--- src/rtl/enclosed_region_flood_fill_core_macros.svh ---
// ----------------------------------------------------------------------------
// Assertion macros for the enclosed-region flood fill core
// Sampled on clk, disabled while rst_n is low.
// ----------------------------------------------------------------------------
`ifndef ENCLOSED_REGION_FLOOD_FILL_CORE_MACROS_SVH
`define ENCLOSED_REGION_FLOOD_FILL_CORE_MACROS_SVH

// Same-cycle implication
`define ERFF_ASSERT_IMPL(label, ante, cons, msg) \
    label: assert property (@(posedge clk) disable iff (!rst_n) (ante) |-> (cons)) \
        else $error(msg);

// Next-cycle implication
`define ERFF_ASSERT_NEXT(label, ante, cons, msg) \
    label: assert property (@(posedge clk) disable iff (!rst_n) (ante) |=> (cons)) \
        else $error(msg);

`endif

--- src/rtl/erff_pkg.sv ---
// ----------------------------------------------------------------------------
// erff_pkg
// Shared widths, reset values and the per-cell control struct.
// ----------------------------------------------------------------------------
`timescale 1ns / 1ps

package erff_pkg;

    localparam int GRID_W       = 32;   // columns per row, fixed
    localparam int SIZE_W       = 6;    // grid size register width
    localparam int ROW_NUM_W    = 5;    // result row index width
    localparam int MAX_SIZE_DEF = 32;   // default number of row cells
    localparam int OUT_DATA_W   = 72;   // 5 + 32 + 32 bits padded to bytes

    localparam logic [SIZE_W-1:0] GRID_SIZE_RST = 6'd32;

    // Per-cell control, driven by the sequencer in the top level
    typedef struct packed {
        logic wr;         // store the incoming row in this cell
        logic seed;       // load the border seed of the flood
        logic step;       // one flood propagation step
        logic shift;      // take wall and reached rows from the cell below
        logic active;     // cell lies inside the grid
        logic edge_row;   // cell is the first or last row of the grid
        logic has_below;  // the cell below lies inside the grid
    } cell_ctl_t;

endpackage

--- src/rtl/erff_cell.sv ---
// ----------------------------------------------------------------------------
// erff_cell
// One grid row: holds the wall mask and the reached mask, steps the flood
// from its own bits and its neighbors' reached rows, and shifts toward row 0
// while results are sent.
// ----------------------------------------------------------------------------
`timescale 1ns / 1ps

module erff_cell
    import erff_pkg::*;
(
    input  logic              clk,
    input  cell_ctl_t         ctl,
    input  logic [GRID_W-1:0] row_in,
    input  logic [GRID_W-1:0] cols,
    input  logic [GRID_W-1:0] edge_mask,
    input  logic [GRID_W-1:0] above_reached,
    input  logic [GRID_W-1:0] below_reached,
    input  logic [GRID_W-1:0] below_wall,
    output logic [GRID_W-1:0] wall,
    output logic [GRID_W-1:0] reached,
    output logic              changed
);

    logic [GRID_W-1:0] wall_reg;
    logic [GRID_W-1:0] wall_next;
    logic [GRID_W-1:0] reached_reg;
    logic [GRID_W-1:0] reached_next;
    logic [GRID_W-1:0] open_bits;
    logic [GRID_W-1:0] spread;
    logic [GRID_W-1:0] seed_bits;

    // Open cells of this row inside the grid columns
    assign open_bits = ~wall_reg & cols;

    // Grow by one cell horizontally and vertically
    always_comb
    begin
        spread = reached_reg | (reached_reg << 1) | (reached_reg >> 1) | above_reached;
        if (ctl.has_below)
        begin
            spread = spread | below_reached;
        end
        spread = spread & open_bits;
    end

    // Border seed: whole row on first and last rows, outer columns elsewhere
    assign seed_bits = (ctl.edge_row ? cols : edge_mask) & open_bits;

    assign changed = ctl.step && ctl.active && (spread != reached_reg);

    // Select next row contents
    always_comb
    begin
        wall_next    = wall_reg;
        reached_next = reached_reg;
        if (ctl.wr)
        begin
            wall_next = row_in & cols;
        end
        else if (ctl.shift)
        begin
            wall_next    = below_wall;
            reached_next = below_reached;
        end
        else if (ctl.seed)
        begin
            reached_next = ctl.active ? seed_bits : '0;
        end
        else if (ctl.step && ctl.active)
        begin
            reached_next = spread;
        end
    end

    always_ff @(posedge clk)
    begin
        wall_reg    <= wall_next;
        reached_reg <= reached_next;
    end

    assign wall    = wall_reg;
    assign reached = reached_reg;

endmodule

--- config.mk ---
export PLATFORM = sky130hd
export DESIGN_NAME = erff_cell
export DESIGN_NICKNAME = d
export VERILOG_FILES = /design/src/rtl/enclosed_region_flood_fill_core_macros.svh /design/src/rtl/erff_pkg.sv /design/src/rtl/erff_cell.sv
export SDC_FILE = /design/constraint.sdc
export NUM_CORES = 1
export LEC_CHECK = 0
export BUFFER_PORTS_ARGS = -buffer_cell sky130_fd_sc_hd__buf_4
export CAP_MARGIN = 5
export CORE_MARGIN = 3
export CORE_UTILIZATION = 41
export CTS_BUF_LIST = sky130_fd_sc_hd__clkbuf_4
export DETAILED_ROUTE_END_ITERATION = 8
export PLACE_DENSITY = 0.81
export SETUP_SLACK_MARGIN = 0.3
export SLEW_MARGIN = 30
export SYNTH_ARGS = -nofsm -noshare
export SYNTH_HDL_FRONTEND = slang
export SYNTH_SLANG_ARGS = --single-unit
--- constraint.sdc ---
create_clock -name clk -period 2.7 [get_ports clk]
set_input_delay 0.135 -clock clk [delete_from_list [all_inputs] [get_ports clk]]
set_output_delay 0.135 -clock clk [all_outputs]
set_load 0.005 [all_outputs]
==> metrics.md <==
| Metric | Value |
|---|---|
| Outcome | `finished, violations left` |
| Violated checks | `setup timing` |
| Number of global-route vias before repair | `5,379` |
| Max Cap Viol | `0` |
| Final slew viol count | `0` |
| CTS tree | `yes` |
| GR peak layer | `met2` |
| Total GRT Usage | `0.312` |
| Met3 Use GR | `0.0746` |
| Min Tclk post-route | `2.75 ns` |
| Cell area power density | `404 nW/um^2` |
| Slew HR | `0.409` |
| IO Port Bufs | `264` |
| Die Wd | `109 um` |
| Share of cells above drive strength 1 | `0.458` |
| Final hold slack | `0.0118 ns` |
| Final instance area | `7490 um^2` |
| Setup slack, reg-to-reg | `0.82 ns` |
| Vias per std cell | `5.75` |
| Clk root buf | `clkbuf_4` |
| I/O pin count | `265` |
| CTS clk-pin slew, worst paths | `0.12 ns` |
| Clk sinks | `64` |
| Critical-path top delay cell | `or4_1` |
| DRC Markers | `0` |
| Via count | `5,458` |
| DPL Wire Length | `13.7 mm` |
| RSZ-0062 raised after global routing | `yes` |
| Remaining Overflow, GRT | `0` |
| Mapped Area | `4340 um^2` |
| Area Growth Syn to Fin | `72.8%` |
| HP Class | `in -> reg` |
| Die Y | `109 um` |
| Initial Util | `0.432` |
| Antenna violations before repair | `0` |
| Pwr Total | `3.03 mW` |
| Total cell area at the placement stage | `6430 um^2` |
| CP Class | `reg -> out` |
| Final Wtd Congestion | `0.865` |
| H-tree depth | `3` |
| Global-route met2 utilization | `0.526` |
| Crit path cell chain | `or4_1 > a21oi_1 > o311ai_1 > nor4_2 > nand3_1 > o311a_1 > buf_4` |
| Worst path max stage delay | `0.55 ns` |
| First-pass GRT wire length | `28.3 mm` |
| Fill count | `735` |
| Worst-Margin Slew | `0.886 ns` |
| Req. time, crit path | `2.57 ns` |
| Register area share after synthesis | `0.443` |
| Leakage power | `3.20 nW` |
| Routed WL per cell | `20.6 um` |
| Register area | `1920 um^2` |
| Final worst path period share | `1.02` |
| Die area | `11,800 um^2` |
| CTS Buffer Depth | `2` |
| CP Data Arrival Time | `2.62 ns` |
| Multi-input gate area | `2410 um^2` |
| Core area | `10,000 um^2` |
| CP endpoint kind | `output port` |
| Final hold violations | `0` |
| Layout Nets | `1,011` |
| Core Rows | `36` |
| Clock latency on the worst-skew pair | `0.44 ns` |
| Largest net degree at the start of global routing | `67` |
| Fin Clk Skew | `0.0174 ns` |
| Syn Inst Count | `479` |
| VDD IR max | `0.000264 V` |
| Final worst slack | `-0.0529 ns` |
| DRT Pass-1 Iters | `5` |
| Max frequency | `363 MHz` |
| Crit Path Max Fanout | `4` |
| Remaining antenna violation count | `0` |
| Setup_tns | `-0.0529 ns` |
| TritonCTS Buffers | `9` |
| Diode count | `0` |
| Syn Area/Cell | `9.05 um^2` |
| Routed WL | `19.5 mm` |
| Post-synthesis register bit count | `64` |
| Mapped Nets | `679` |
| Yosys warns | `0` |
| Distinct cells, synth | `39` |
| # setup viols final | `1` |
| 1st-iter DRT viols | `462` |
| GR Util met1 | `0.391` |
| Layout Utilization | `0.746` |
| CP Launch Type | `flop` |
[cell usage after synthesis]
library cell,n,share of area
mux2_2,1,0.0026
clkbuf_1,28,0.024
o311a_1,1,0.0023
a2111oi_4,1,0.0063
or2_0,4,0.0058
a2111oi_1,2,0.0046
a211oi_1,1,0.0017
nor3_2,1,0.0023
nor2b_1,14,0.020
a21oi_1,16,0.018
buf_2,1,0.0012
o2111ai_1,1,0.0020
edfxtp_1,64,0.44
a2111oi_2,1,0.0035
a2111oi_0,10,0.020
buf_1,2,0.0017
a22oi_1,4,0.0069
nor2_1,19,0.016
or2_1,2,0.0029
o21ai_0,77,0.089
or4_4,1,0.0026
o311ai_1,1,0.0020
nor4_1,2,0.0029
xnor2_1,14,0.028
nand2_1,31,0.027
or2_2,1,0.0014
a21oi_2,1,0.0020
a21o_1,1,0.0017
or4_1,16,0.028
inv_1,32,0.028
o211ai_1,31,0.054
o32ai_1,9,0.018
nor3_1,11,0.013
nand2b_1,18,0.026
nor4_2,1,0.0029
o22ai_1,3,0.0043
a22o_1,19,0.038
a221oi_1,3,0.0061
nand3_1,34,0.039
[metrics by stage]
step / setup slack (ns) / std cells
3_3_place_gp: 0.263 / 853
4_1_cts: -0.00621 / 940
6_report: -0.0529 / 949
3_5_place_dp: 0.171 / 853
5_1_grt: -0.116 / 949
2_1_floorplan: 0.668 / 479
[power by group]
part           switching [mW]  total, mW  internal (mW)
Sequential             0.0625       1.26           1.20
Combinational           0.449      0.985          0.536
Clock                   0.411      0.779          0.368
[layout by cell type, fill, tap and decap left out, types with 4 or more instances in the layout]
cell           Yosys  routed
nor3_1            11       9
nor2b_1           14      14
dlygate4sd3_1      0      32
a2111oi_4          1       4
a2111oi_2          1       4
o32ai_2            0       4
nor2_1            19      18
nand2_1           31      31
o211ai_1          31      31
nand3_1           34      34
nand2b_1          18      18
o32ai_1            9       5
a21oi_1           16       7
edfxtp_1          64      64
a22o_1            19      19
a21oi_4            0       5
or4_4              1       7
xnor2_1           14      14
buf_4              0     320
clkbuf_4           0       9
o21ai_0           77      77
a22oi_1            4       4
inv_1             32      32
or4_1             16      10
a21oi_2            1       5
[timing repair]
item	in CTS	in global routing
hold buffers	32	0
gates resized for setup	38	8
pin swaps	9	0
setup buffers	39	9
setup endpoints to repair	1	1
endpoints found under the hold margin	28	0
[worst paths after layout]
kind / from / end / depth (start not counted)
setup / recovery: reached[23] / changed / 7
hold / removal: cols[27] / wall[27] / 3
setup reg to reg: reached[3] / reached[4] / 6
hold reg to reg: wall[30] / reached[30] / 3
[logic make-up after synthesis]
family	Yosys count	share of synthesized area
AOI/OAI and AO/OA	182	0.281
xor gates and xnor gates	14	0.0283
buffers and inverters	63	0.0548
DFF	64	0.443
muxes	1	0.00260
and+or+nand+nor	155	0.190
[worst max-delay path, delay by kind of cell, from the launching register on]
kind	cells	cell delay, ns
and+or+nand+nor	3	0.94
DFF	1	0.46
AOI/OAI and AO/OA	3	0.64
buffers and inverters	1	0.14
[cell type report]
class | count | share of cell area
Clock inverter | 7 | 0.0115
Timing Repair Buffer | 352 | 0.363
Tap cell | 133 | 0.0222
Multi-Input combinational cell | 352 | 0.322
Sequential cell | 64 | 0.256
Inverter | 32 | 0.0160
Clock buffer | 9 | 0.00902
[routing by layer]
metal  part of all wire  wire [um]
met2               0.50       9720
met3               0.10       2020
met5                  0          0
met4              0.023        456
met1               0.38       7340
Note: power is estimated with default switching activity, not from simulation.
